<file path="src/sv/fpwf_pkg.sv">
// ----------------------------------------------------------------------------
// fpwf_pkg
// Shared constants and types for the first positive window finder.
// ----------------------------------------------------------------------------
package fpwf_pkg;

  localparam int DATA_W      = 16;   // Q8.8 sample width
  localparam int POS_OUT_W   = 7;    // top_row / left_col width
  localparam int CFG_W       = 8;    // dimension register width
  localparam int CFG_IDX_W   = 8;    // register index width
  localparam int TDATA_OUT_W = 32;   // 31 bits of fields, padded to bytes

  localparam int MAX_DIM_DEF = 128;
  localparam int WIN_DEF     = 3;
  localparam int DIM_RESET   = 128;  // reset value of both dimension registers

  typedef enum logic [CFG_IDX_W-1:0] {
    REG_ROW_COUNT = 8'd0,
    REG_COL_COUNT = 8'd1
  } cfg_reg_t;

  // result request from the window stage to the output emitter
  typedef struct packed {
    logic hit;    // window found: emit the whole window
    logic miss;   // matrix ended with nothing found: emit one not-found word
  } emit_req_t;

endpackage

</file>
<file path="src/sv/fpwf_ram.sv">
// ----------------------------------------------------------------------------
// fpwf_ram
// Generic simple dual-port RAM, one write port, one registered read port.
// ----------------------------------------------------------------------------
module fpwf_ram #(
  parameter int WIDTH = 32,
  parameter int DEPTH = 128
) (
  input  logic                     clk,
  input  logic                     wr_en,
  input  logic [$clog2(DEPTH)-1:0] wr_addr,
  input  logic [WIDTH-1:0]         wr_data,
  input  logic                     rd_en,
  input  logic [$clog2(DEPTH)-1:0] rd_addr,
  output logic [WIDTH-1:0]         rd_data
);

  logic [WIDTH-1:0] mem [DEPTH];

  always_ff @(posedge clk) begin
    if (wr_en) begin
      mem[wr_addr] <= wr_data;
    end
    if (rd_en) begin
      rd_data <= mem[rd_addr];
    end
  end

endmodule

</file>
<file path="src/sv/fpwf_window.sv">
// ----------------------------------------------------------------------------
// fpwf_window
// Window register array, line word update and all-positive check.
// ----------------------------------------------------------------------------
module fpwf_window
  import fpwf_pkg::*;
#(
  parameter int WIN = WIN_DEF
) (
  input  logic                               clk,
  input  logic                               rst,
  input  logic                               clear,      // config write: new matrix
  input  logic                               item_valid,
  input  logic                               go,         // item leaves the stage
  input  logic                               pos_ok,     // full window in range
  input  logic                               mat_end,    // last element of matrix
  input  logic [DATA_W-1:0]                  sample,
  input  logic [(WIN-1)*DATA_W-1:0]          line_rdata, // lane 0 = oldest row
  output logic [(WIN-1)*DATA_W-1:0]          line_wdata,
  output logic [WIN*WIN-1:0][DATA_W-1:0]     win_next,   // row-major
  output emit_req_t                          req
);

  logic [WIN*WIN-1:0][DATA_W-1:0] win;
  logic [WIN-1:0][DATA_W-1:0]     column;
  logic                           found_flag;
  logic                           found_flag_next;
  logic                           all_pos;

  always_comb begin
    for (int i = 0; i < WIN - 1; i++) begin
      column[i] = line_rdata[i*DATA_W +: DATA_W];
    end
    column[WIN-1] = sample;
    // rows move up one lane; the new sample becomes the newest lane
    for (int i = 0; i < WIN - 1; i++) begin
      line_wdata[i*DATA_W +: DATA_W] = column[i+1];
    end
  end

  always_comb begin
    for (int i = 0; i < WIN; i++) begin
      for (int j = 0; j < WIN - 1; j++) begin
        win_next[i*WIN+j] = win[i*WIN+j+1];
      end
      win_next[i*WIN+WIN-1] = column[i];
    end
  end

  always_comb begin
    all_pos = 1'b1;
    for (int i = 0; i < WIN * WIN; i++) begin
      if (win_next[i] == '0 || win_next[i][DATA_W-1]) begin
        all_pos = 1'b0;
      end
    end
  end

  assign req.hit  = item_valid && !found_flag && pos_ok && all_pos;
  assign req.miss = item_valid && mat_end && !found_flag && !req.hit;

  always_comb begin
    found_flag_next = found_flag;
    if (go) begin
      found_flag_next = mat_end ? 1'b0 : (found_flag || req.hit);
    end
  end

  always_ff @(posedge clk) begin
    if (rst || clear) begin
      found_flag <= 1'b0;
    end else begin
      found_flag <= found_flag_next;
    end
  end

  always_ff @(posedge clk) begin
    if (go) begin
      win <= win_next;
    end
  end

endmodule

</file>
<file path="src/sv/fpwf_emit.sv">
// ----------------------------------------------------------------------------
// fpwf_emit
// Output emitter: holds one result burst and shifts it out word by word.
// ----------------------------------------------------------------------------
module fpwf_emit
  import fpwf_pkg::*;
#(
  parameter int WIN = WIN_DEF
) (
  input  logic                           clk,
  input  logic                           rst,
  input  logic                           load_hit,
  input  logic                           load_miss,
  input  logic [WIN*WIN-1:0][DATA_W-1:0] win,
  input  logic [POS_OUT_W-1:0]           top_row_in,
  input  logic [POS_OUT_W-1:0]           left_col_in,
  output logic                           free,       // may load this cycle
  output logic                           m_axis_tvalid,
  input  logic                           m_axis_tready,
  output logic [TDATA_OUT_W-1:0]         m_axis_tdata, // found, top_row, left_col,
                                                       // window_value, zero pad
  output logic                           m_axis_tlast
);

  localparam int NRES  = WIN * WIN;
  localparam int CNT_W = $clog2(NRES + 1);

  logic [CNT_W-1:0]            cnt;
  logic [NRES-1:0][DATA_W-1:0] vals;
  logic                        found;
  logic [POS_OUT_W-1:0]        top_row;
  logic [POS_OUT_W-1:0]        left_col;
  logic                        take;

  assign take          = m_axis_tvalid && m_axis_tready;
  assign m_axis_tvalid = (cnt != '0);
  assign m_axis_tlast  = (cnt == CNT_W'(1));
  assign free          = (cnt == '0) || (cnt == CNT_W'(1) && m_axis_tready);
  assign m_axis_tdata  = {{(TDATA_OUT_W - 1 - 2*POS_OUT_W - DATA_W){1'b0}},
                          vals[0], left_col, top_row, found};

  always_ff @(posedge clk) begin
    if (rst) begin
      cnt <= '0;
    end else if (load_hit) begin
      cnt <= CNT_W'(NRES);
    end else if (load_miss) begin
      cnt <= CNT_W'(1);
    end else if (take) begin
      cnt <= cnt - CNT_W'(1);
    end
  end

  always_ff @(posedge clk) begin
    if (load_hit) begin
      vals     <= win;
      found    <= 1'b1;
      top_row  <= top_row_in;
      left_col <= left_col_in;
    end else if (load_miss) begin
      vals     <= '0;
      found    <= 1'b0;
      top_row  <= '0;
      left_col <= '0;
    end else if (take) begin
      for (int i = 0; i < NRES - 1; i++) begin
        vals[i] <= vals[i+1];
      end
      vals[NRES-1] <= '0;
    end
  end

endmodule

</file>
<file path="src/sv/first_positive_window_finder.sv">
// ----------------------------------------------------------------------------
// first_positive_window_finder
// Finds the first WIN x WIN window of all-positive Q8.8 samples in a raster
// matrix and streams out its values, or one not-found word at matrix end.
// ----------------------------------------------------------------------------
// Samples enter at one per cycle. A sample is read against the line store
// (one RAM word per column holding the WIN-1 previous rows) when it is taken,
// and, from the window stage registers, it updates the window, writes the line
// word back and is checked. Results leave through an emitter holding one
// burst: WIN*WIN words if a window is found, one if the matrix ends with none.
// Input is held off only when a sample that causes results meets a burst that
// is still draining; samples that cause no results keep flowing, one per
// cycle, during a burst. The line store needs no clearing pass after reset:
// a line word is always written within the current matrix before it can
// reach a result. A dimension register write restarts the matrix.
// ----------------------------------------------------------------------------
module first_positive_window_finder
  import fpwf_pkg::*;
#(
  parameter int MAX_DIM = MAX_DIM_DEF,
  parameter int WIN     = WIN_DEF
) (
  input  logic                   clk,
  input  logic                   rst,
  input  logic                   s_axis_tvalid,
  output logic                   s_axis_tready,
  input  logic [DATA_W-1:0]      s_axis_tdata,   // sample
  output logic                   m_axis_tvalid,
  input  logic                   m_axis_tready,
  output logic [TDATA_OUT_W-1:0] m_axis_tdata,   // found, top_row, left_col,
                                                 // window_value, zero pad
  output logic                   m_axis_tlast,
  input  logic                   cfg_valid,
  output logic                   cfg_ready,
  input  logic [CFG_IDX_W-1:0]   cfg_index,
  input  logic [CFG_W-1:0]       cfg_data
);

  localparam int POS_W     = $clog2(MAX_DIM);
  localparam int DIM_W     = $clog2(MAX_DIM + 1);
  localparam int LINE_W    = (WIN - 1) * DATA_W;
  localparam int DIM_RST_V = (DIM_RESET > MAX_DIM) ? MAX_DIM : DIM_RESET;

  logic [DIM_W-1:0] rows_eff;
  logic [DIM_W-1:0] cols_eff;
  logic [DIM_W-1:0] cfg_eff;
  logic             cfg_we;

  logic [POS_W-1:0] row_pos;
  logic [POS_W-1:0] col_pos;
  logic [POS_W-1:0] row_pos_next;
  logic [POS_W-1:0] col_pos_next;
  logic             row_done;
  logic             mat_done;
  logic             accept;

  // window stage registers
  logic              p1_valid;
  logic [DATA_W-1:0] p1_sample;
  logic [POS_W-1:0]  p1_row;
  logic [POS_W-1:0]  p1_col;
  logic              p1_end;
  logic              p1_go;
  logic              p1_pos_ok;

  logic [LINE_W-1:0]              line_rdata;
  logic [LINE_W-1:0]              line_wdata;
  logic [WIN*WIN-1:0][DATA_W-1:0] win_next;
  emit_req_t                      req;
  logic                           emit_free;

  logic [POS_W-1:0]           top_row_full;
  logic [POS_W-1:0]           left_col_full;
  logic [POS_W+POS_OUT_W-1:0] top_row_ext;
  logic [POS_W+POS_OUT_W-1:0] left_col_ext;

  // ---------------- configuration ----------------
  assign cfg_ready = 1'b1;
  assign cfg_we    = cfg_valid && cfg_ready;

  always_comb begin
    if (cfg_data == '0) begin
      cfg_eff = DIM_W'(1);
    end else if (32'(cfg_data) > 32'(MAX_DIM)) begin
      cfg_eff = DIM_W'(MAX_DIM);
    end else begin
      cfg_eff = DIM_W'(cfg_data);
    end
  end

  always_ff @(posedge clk) begin
    if (rst) begin
      rows_eff <= DIM_W'(DIM_RST_V);
      cols_eff <= DIM_W'(DIM_RST_V);
    end else if (cfg_we) begin
      case (cfg_index)
        REG_ROW_COUNT: rows_eff <= cfg_eff;
        REG_COL_COUNT: cols_eff <= cfg_eff;
        default: ;
      endcase
    end
  end

  // ---------------- position counters ----------------
  assign accept   = s_axis_tvalid && s_axis_tready;
  assign row_done = (DIM_W'(col_pos) + DIM_W'(1)) >= cols_eff;
  assign mat_done = row_done && ((DIM_W'(row_pos) + DIM_W'(1)) >= rows_eff);

  always_comb begin
    row_pos_next = row_pos;
    col_pos_next = col_pos;
    if (accept) begin
      if (mat_done) begin
        row_pos_next = '0;
        col_pos_next = '0;
      end else if (row_done) begin
        row_pos_next = row_pos + POS_W'(1);
        col_pos_next = '0;
      end else begin
        col_pos_next = col_pos + POS_W'(1);
      end
    end
  end

  always_ff @(posedge clk) begin
    if (rst || cfg_we) begin
      row_pos <= '0;
      col_pos <= '0;
    end else begin
      row_pos <= row_pos_next;
      col_pos <= col_pos_next;
    end
  end

  // ---------------- window stage ----------------
  assign p1_go         = p1_valid && ((!req.hit && !req.miss) || emit_free);
  assign s_axis_tready = !p1_valid || p1_go;

  always_ff @(posedge clk) begin
    if (rst) begin
      p1_valid <= 1'b0;
    end else if (s_axis_tready) begin
      p1_valid <= s_axis_tvalid;
    end
  end

  always_ff @(posedge clk) begin
    if (accept) begin
      p1_sample <= s_axis_tdata;
      p1_row    <= row_pos;
      p1_col    <= col_pos;
      p1_end    <= mat_done;
    end
  end

  assign p1_pos_ok = (32'(p1_row) >= 32'(WIN - 1)) && (32'(p1_col) >= 32'(WIN - 1));

  fpwf_ram #(
    .WIDTH (LINE_W),
    .DEPTH (MAX_DIM)
  ) u_line_store (
    .clk     (clk),
    .wr_en   (p1_go),
    .wr_addr (p1_col),
    .wr_data (line_wdata),
    .rd_en   (accept),
    .rd_addr (col_pos),
    .rd_data (line_rdata)
  );

  fpwf_window #(
    .WIN (WIN)
  ) u_window (
    .clk        (clk),
    .rst        (rst),
    .clear      (cfg_we),
    .item_valid (p1_valid),
    .go         (p1_go),
    .pos_ok     (p1_pos_ok),
    .mat_end    (p1_end),
    .sample     (p1_sample),
    .line_rdata (line_rdata),
    .line_wdata (line_wdata),
    .win_next   (win_next),
    .req        (req)
  );

  // top-left corner of the window, cut to the output field width
  assign top_row_full  = p1_row - POS_W'(WIN - 1);
  assign left_col_full = p1_col - POS_W'(WIN - 1);
  assign top_row_ext   = {{POS_OUT_W{1'b0}}, top_row_full};
  assign left_col_ext  = {{POS_OUT_W{1'b0}}, left_col_full};

  // ---------------- output ----------------
  fpwf_emit #(
    .WIN (WIN)
  ) u_emit (
    .clk           (clk),
    .rst           (rst),
    .load_hit      (p1_go && req.hit),
    .load_miss     (p1_go && req.miss),
    .win           (win_next),
    .top_row_in    (top_row_ext[POS_OUT_W-1:0]),
    .left_col_in   (left_col_ext[POS_OUT_W-1:0]),
    .free          (emit_free),
    .m_axis_tvalid (m_axis_tvalid),
    .m_axis_tready (m_axis_tready),
    .m_axis_tdata  (m_axis_tdata),
    .m_axis_tlast  (m_axis_tlast)
  );

endmodule

</file>
<file path="config.mk">
export PLATFORM = sky130hd
export DESIGN_NAME = first_positive_window_finder
export DESIGN_NICKNAME = d
export VERILOG_FILES = /design/src/sv/fpwf_pkg.sv /design/src/sv/fpwf_ram.sv /design/src/sv/fpwf_window.sv /design/src/sv/fpwf_emit.sv /design/src/sv/first_positive_window_finder.sv
export SDC_FILE = /design/constraint.sdc
export NUM_CORES = 2
export LEC_CHECK = 0
export BUFFER_PORTS_ARGS = -buffer_cell sky130_fd_sc_hd__buf_2
export CORE_MARGIN = 10
export CORE_UTILIZATION = 45
export CTS_CLUSTER_DIAMETER = 50
export DETAILED_ROUTE_END_ITERATION = 6
export GPL_TIMING_DRIVEN = 1
export PLACE_DENSITY = 0.67
export RECOVER_POWER = 100
export SLEW_MARGIN = 20
export SYNTH_ARGS = -nofsm -noshare
export SYNTH_HDL_FRONTEND = slang
export SYNTH_SLANG_ARGS = --single-unit
</file>
<file path="constraint.sdc">
create_clock -name clk -period 8.2 [get_ports clk]
set_input_delay 1.64 -clock clk [delete_from_list [all_inputs] [get_ports clk]]
set_output_delay 1.64 -clock clk [all_outputs]
set_load 0.03 [all_outputs]
</file>
[Word level (Yosys, flattened, before mapping)]
Memory sizes are Yosys's and may differ from the RTL's. A register that Yosys moved wholly into a read port is not among the register bits.
Index checks and enable logic that the tools add are counted.
Storage, ports and cells
  bits in registers: 322
  memory bits (writable): 4096
  bits of input ports: 37
  output and inout port bits: 36
  logic and storage cells: 125
  memories: 1
Memory list
  u_line_store.mem: words 128, width 32, read ports 1, clocked after Yosys merged registers in 1, wr ports 1, line fpwf_ram.sv:18  | logic [WIDTH-1:0] mem [DEPTH];
Operators by class
  add/sub/neg operators: 7
  order comparisons: 5
  equal/unequal tests: 2
  mux-type cells: 27
  reductions and logical operators: 53
Operators by type and width (count)
  2-to-1 mux 144 bit: 3
  logical NOT 16 bit: 9
  2-to-1 mux 7 bit: 7
  adder 7 x 1 -> 8 bit (second input constant): 2
  greater-or-equal comparator 8 bit: 2
  logical NOT 8 bit: 2
  2-to-1 mux 8 bit: 2
  logical AND 1 bit: 15
  adder 7 x 1 -> 7 bit (second input constant): 2
  greater-or-equal comparator 7 x 2 -> 1 bit (second input constant): 2
  logical OR 1 bit: 14
  subtractor 7 x 2 -> 7 bit (second input constant): 2
  2-to-1 mux 1 bit: 12
  2-to-1 mux 4 bit: 3
  == test 8 x 1 -> 1 bit (second input constant): 1
  > comparator 8 bit (second input constant): 1
  AND reduction 2 bit: 3
  == test 4 x 1 -> 1 bit (second input constant): 1
  logical NOT 1 bit: 4
  logical NOT 4 bit: 1
  nonzero test 2 bit: 2
  nonzero test 4 bit: 1
  subtractor 4 x 1 -> 4 bit (second input constant): 1
  nonzero test 3 bit: 1
  OR reduction 3 bit: 1

[Logic depth before layout (Yosys ltp)]
  depth in word-level cells: 21
  gate-level depth with buffers: 13
  depth with buffers taken out: 10

[By module]
A second synthesis with hierarchy kept.
Second synthesis, totals
  cell total of the unflattened synthesis: 6911
  area total of the unflattened synthesis: 170154.4 sq um
Modules (own cells, without submodules)
  fpwf_ram: instances 1, cells an instance 5990, area an instance 156596.4 sq um, sequential area each 123958.9 sq um
  fpwf_emit: instances 1, cells an instance 404, area an instance 6645.1 sq um, sequential area each 4844.6 sq um
  fpwf_window: instances 1, cells an instance 234, area an instance 3858.7 sq um, sequential area each 2902.8 sq um
  first_positive_window_finder: instances 1, cells an instance 283, area an instance 3054.2 sq um, sequential area each 1551.5 sq um

[Least setup slack after synthesis]
OpenSTA, ideal clock, no wires.
  path type: register to register
  from: register u_line_store.rd_data[31] (read register of u_line_store.mem)
  to: memory u_line_store.mem[67][0], enable pin
  library setup time: 0.513 ns
  data arrival time: 6.368 ns
  required time: 7.687 ns
  slack: 1.319 ns
  stages on the path, launching flop included: 8
  path buffers: 1
  period minus slack after synthesis: 6.881 ns
  cell sequence: edfxtp_1 > nor3_1 > and4_1 > nand4_1 > nor3_1 > o21a_1 > clkbuf_1 > nor4b_1
On the way
  cells in the longest elaborated chain, start to end: 15
RTL lines
  start, declared: line fpwf_ram.sv:15  | output logic [WIDTH-1:0] rd_data
  logical NOT 16 bit: line fpwf_window.sv:53  | if (win_next[i] == '0 || win_next[i][DATA_W-1]) begin
  logical OR 1 bit (*): line fpwf_window.sv:53
  2-to-1 mux 1 bit (*) (4 in series): line fpwf_window.sv:53
  logical AND 1 bit (*): line fpwf_window.sv:59  | assign req.hit = item_valid && !found_flag && pos_ok && all_pos;
  logical NOT 1 bit (*): line fpwf_window.sv:60, first_positive_window_finder.sv:136
  logical AND 1 bit: line fpwf_window.sv:60  | assign req.miss = item_valid && mat_end && !found_flag && !req.hit;
  logical NOT 1 bit: line first_positive_window_finder.sv:136  | assign p1_go = p1_valid && ((!req.hit && !req.miss) || emit_free);
  logical AND 1 bit (*): line first_positive_window_finder.sv:136
  logical OR 1 bit (*): line first_positive_window_finder.sv:136
  logical AND 1 bit (*): line first_positive_window_finder.sv:136
  2-to-1 mux 1 bit (*): line fpwf_ram.sv:21  | if (wr_en) begin
  2-to-1 mux 1 bit (not written as such) (*): line fpwf_ram.sv:22  | mem[wr_addr] <= wr_data;
  end, declared: line fpwf_ram.sv:18
Mark *: on every way between the ends. The rest lies on a longest branch, timed or not.

[Worst setup path in the final report]
  from: register u_line_store.rd_data[23] (read register of u_line_store.mem)
  to: memory u_line_store.mem[67][7], data pin
Straight into the memory's write port.

==> results.toml <==
[final_layout]
final_common_cell = "edfxtp_1"
final_nets = 8046
nFillCells = 29100
area_growth_pct = 12.2
instances_no_fill = 13400
layout-drive-gt1-share_pct = 24.6
final_cell_mix = "4413 x edfxtp_1, 1152 x mux4_2, 448 x clkbuf_16"
final_util_pct = 50.7

[cts]
cts_resized = 0
htreeDepth = 5
clk-insertion-delay-late_ps = 1000
post-cts-setup-buffers = 0
cts_buffer_depth = 4
clk_pin_slew_ps = 60
cts_buffers = 441
cts_root_buf = "clkbuf_16"
cts.sinks = 4450
holdBufCountCts = 0
cts_tree = "built"

[status]
failed_checks = "capacitance limit, slew limit"
status = "finished, violations left"

[synth]
synth-edff-count = 4413
syn_area_per_cell_um2 = 22.3
synthFlopType = "edfxtp_1"
ys_ff_latch = 4450
yosysUniqueCellTypes = 53
yosys_warnings = 0
synth_seq_area_share_pct = 77.8
syn_inst = 7670
syn_area_um2 = 171000
synthArstFlopShare_pct = 0

[timing]
drv_slew = 8126
fin_crit_ps = 7420
finalSetupTns_ps = 0
rsz0062_at_grt = "no"
setup_viol = 0
worstMarginPinSlew_ps = 6860
hold_viol = 0
post-route-period-util_pct = 90.4
fmax_mhz = 135
fin_worst_skew_ps = 57.9
slew_headroom_pct = -357

[global_route]
grt-ovfl-total = 0
grt_max_degree = 140
grt_first_pass_wirelength_um = 623000
grt_usage_pct = 21.2
grt_pass1_vias = 80600
grt_antenna_before_repair = 49

[floorplan]
design.core.area_um2 = 379000
die_w_um = 637
rows = 226
start_util_pct = 45.2
dieArea_um2 = 406000
io-pin-count = 73
fp.dieH_um = 637

[route]
first_iter_violations = 12900
drt-pass1-iter-count = 6
routed_via_density = 6.17
final_antenna_net_count = 0
via_count = 82700
drc = 0
drt-total-wl_um = 441000
drt-wirelength-per-cell_um = 32.9

[power]
vdd_ir_drop_max_mv = 0.248
power_density_nw_per_um2 = 256
fin_total_pwr_mw = 49.1
leakage_nw = 57.7

[place]
place_congestion = 0.870
place_inst = 12600
hpwl_um = 254000
port_buffers = 70

[setup_path]
crit_path_end_kind = "flip-flop"
critPathRequiredTime_ps = 8370
crit_type = "flip-flop to flip-flop"
cp_max_fo = 69
crit_arrival_ps = 7580
start_kind = "flip-flop"

[job]
cap_violations = 188

[worst_hold_path]
hold_class = "flip-flop to flip-flop"
## worst max-delay path, cell delays in order, from the launching register on
cell and delay, ps:
edfxtp_1 360, clkbuf_1 3020, clkbuf_1 3050
## stage by stage
step | worst slack (ps) | cell area [um2] | hold WS (ps)
after floorplan | 1320 | 171000 | 403
after global placement | 2620 | 178000 | 429
after detailed placement | 2520 | 178000 | 438
after CTS | 1530 | 193000 | 447
after global routing | 660 | 192000 | 479
final | 784 | 192000 | 454
## layout make-up
type,instances,area [um2],area share [%]
Multi-Input combinational cell,2622,35500,18.5
Sequential cell,4450,133000,69.4
Tap cell,5016,6280,3.27
Antenna cell,25,62.6,0.0326
Clock buffer,518,11500,5.97
Clock inverter,297,3070,1.60
Timing Repair Buffer,313,1920,1.00
Inverter,155,583,0.303
## metal layers
metal  share of wire [%]  global-route usage [%]
met3                  12                    5.43
met5               0.022                       0
met4                 4.4                    7.37
met1                  38                    30.1
met2                  46                    32.0
## cell usage after synthesis, types with 3 or more instances
library cell / number / share of area, %
o21a_1: 3 / 0.013
o21ai_0: 104 / 0.30
a21o_1: 4 / 0.018
mux2_2: 64 / 0.42
or2_2: 6 / 0.022
and2_1: 28 / 0.10
mux4_2: 1152 / 15
dfxtp_1: 37 / 0.43
o21ai_1: 90 / 0.26
nand3b_1: 3 / 0.013
a211oi_1: 72 / 0.32
xnor2_1: 10 / 0.051
clkbuf_1: 223 / 0.49
nor4bb_1: 4 / 0.023
buf_6: 5 / 0.033
nor3b_1: 5 / 0.022
inv_1: 47 / 0.10
buf_2: 102 / 0.30
o22ai_1: 66 / 0.24
or4_1: 36 / 0.16
nor2_1: 56 / 0.12
clkinv_1: 107 / 0.23
ha_1: 26 / 0.19
nor4b_1: 12 / 0.061
mux2i_1: 144 / 0.84
edfxtp_1: 4413 / 77
o32ai_1: 3 / 0.015
nand2b_1: 9 / 0.033
nand3_1: 11 / 0.032
a2111oi_0: 65 / 0.33
nand2_1: 339 / 0.74
or4b_1: 5 / 0.029
nor2b_1: 74 / 0.27
xor2_1: 11 / 0.056
buf_4: 56 / 0.25
nor4_1: 51 / 0.19
nand4_1: 12 / 0.044
and3_1: 96 / 0.35
buf_1: 58 / 0.13
nor3_1: 29 / 0.085
a21oi_1: 15 / 0.044
## worst paths after layout
path,from,to,slack [ps],cells past startpoint
min reg2reg,u_emit.found$_SDFFE_PP1P_,u_emit.found$_SDFFE_PP1P_,450,2
max,u_line_store.rd_data[23]$_DFFE_PP_,u_line_store.mem[67][7]$_DFFE_PP_,780,2
max reg2reg,u_line_store.rd_data[23]$_DFFE_PP_,u_line_store.mem[67][7]$_DFFE_PP_,780,2
min,u_emit.found$_SDFFE_PP1P_,u_emit.found$_SDFFE_PP1P_,450,2
## power by group
| part | leakage (nW) | internal, mW | switching (mW) |
|---|---|---|---|
| clock | 7.12 | 11.7 | 8.58 |
| sequential | 40.1 | 26.0 | 0.170 |
| combinational | 10.5 | 0.699 | 1.94 |
| total | 57.7 | 38.4 | 10.7 |
## registers in the layout, indices dropped and copies added, names as in the netlist, 4 cells and up
register,count
u_window.win_next,96
row_pos,7
col_pos,7
p1_col,7
u_emit.vals,128
u_line_store.mem,4096
u_emit.m_axis_tdata,16
u_emit.top_row,7
p1_row,7
u_emit.cnt,4
rows_eff,8
p1_sample,16
u_emit.left_col,7
u_line_store.rd_data,32
cols_eff,8
## cells by family after synthesis
family,count (synthesis),synth area share [%]
other,2,0.00439
AND/OR/NAND/NOR,785,2.36
adder cells (fa/ha/maj),26,0.190
AO/OA/AOI/OAI,427,1.57
multiplexers,1360,16.4
flip-flops,4450,77.8
XOR/XNOR,21,0.107
buffers and inverters,599,1.53
Power figures use the tool's default switching activity.
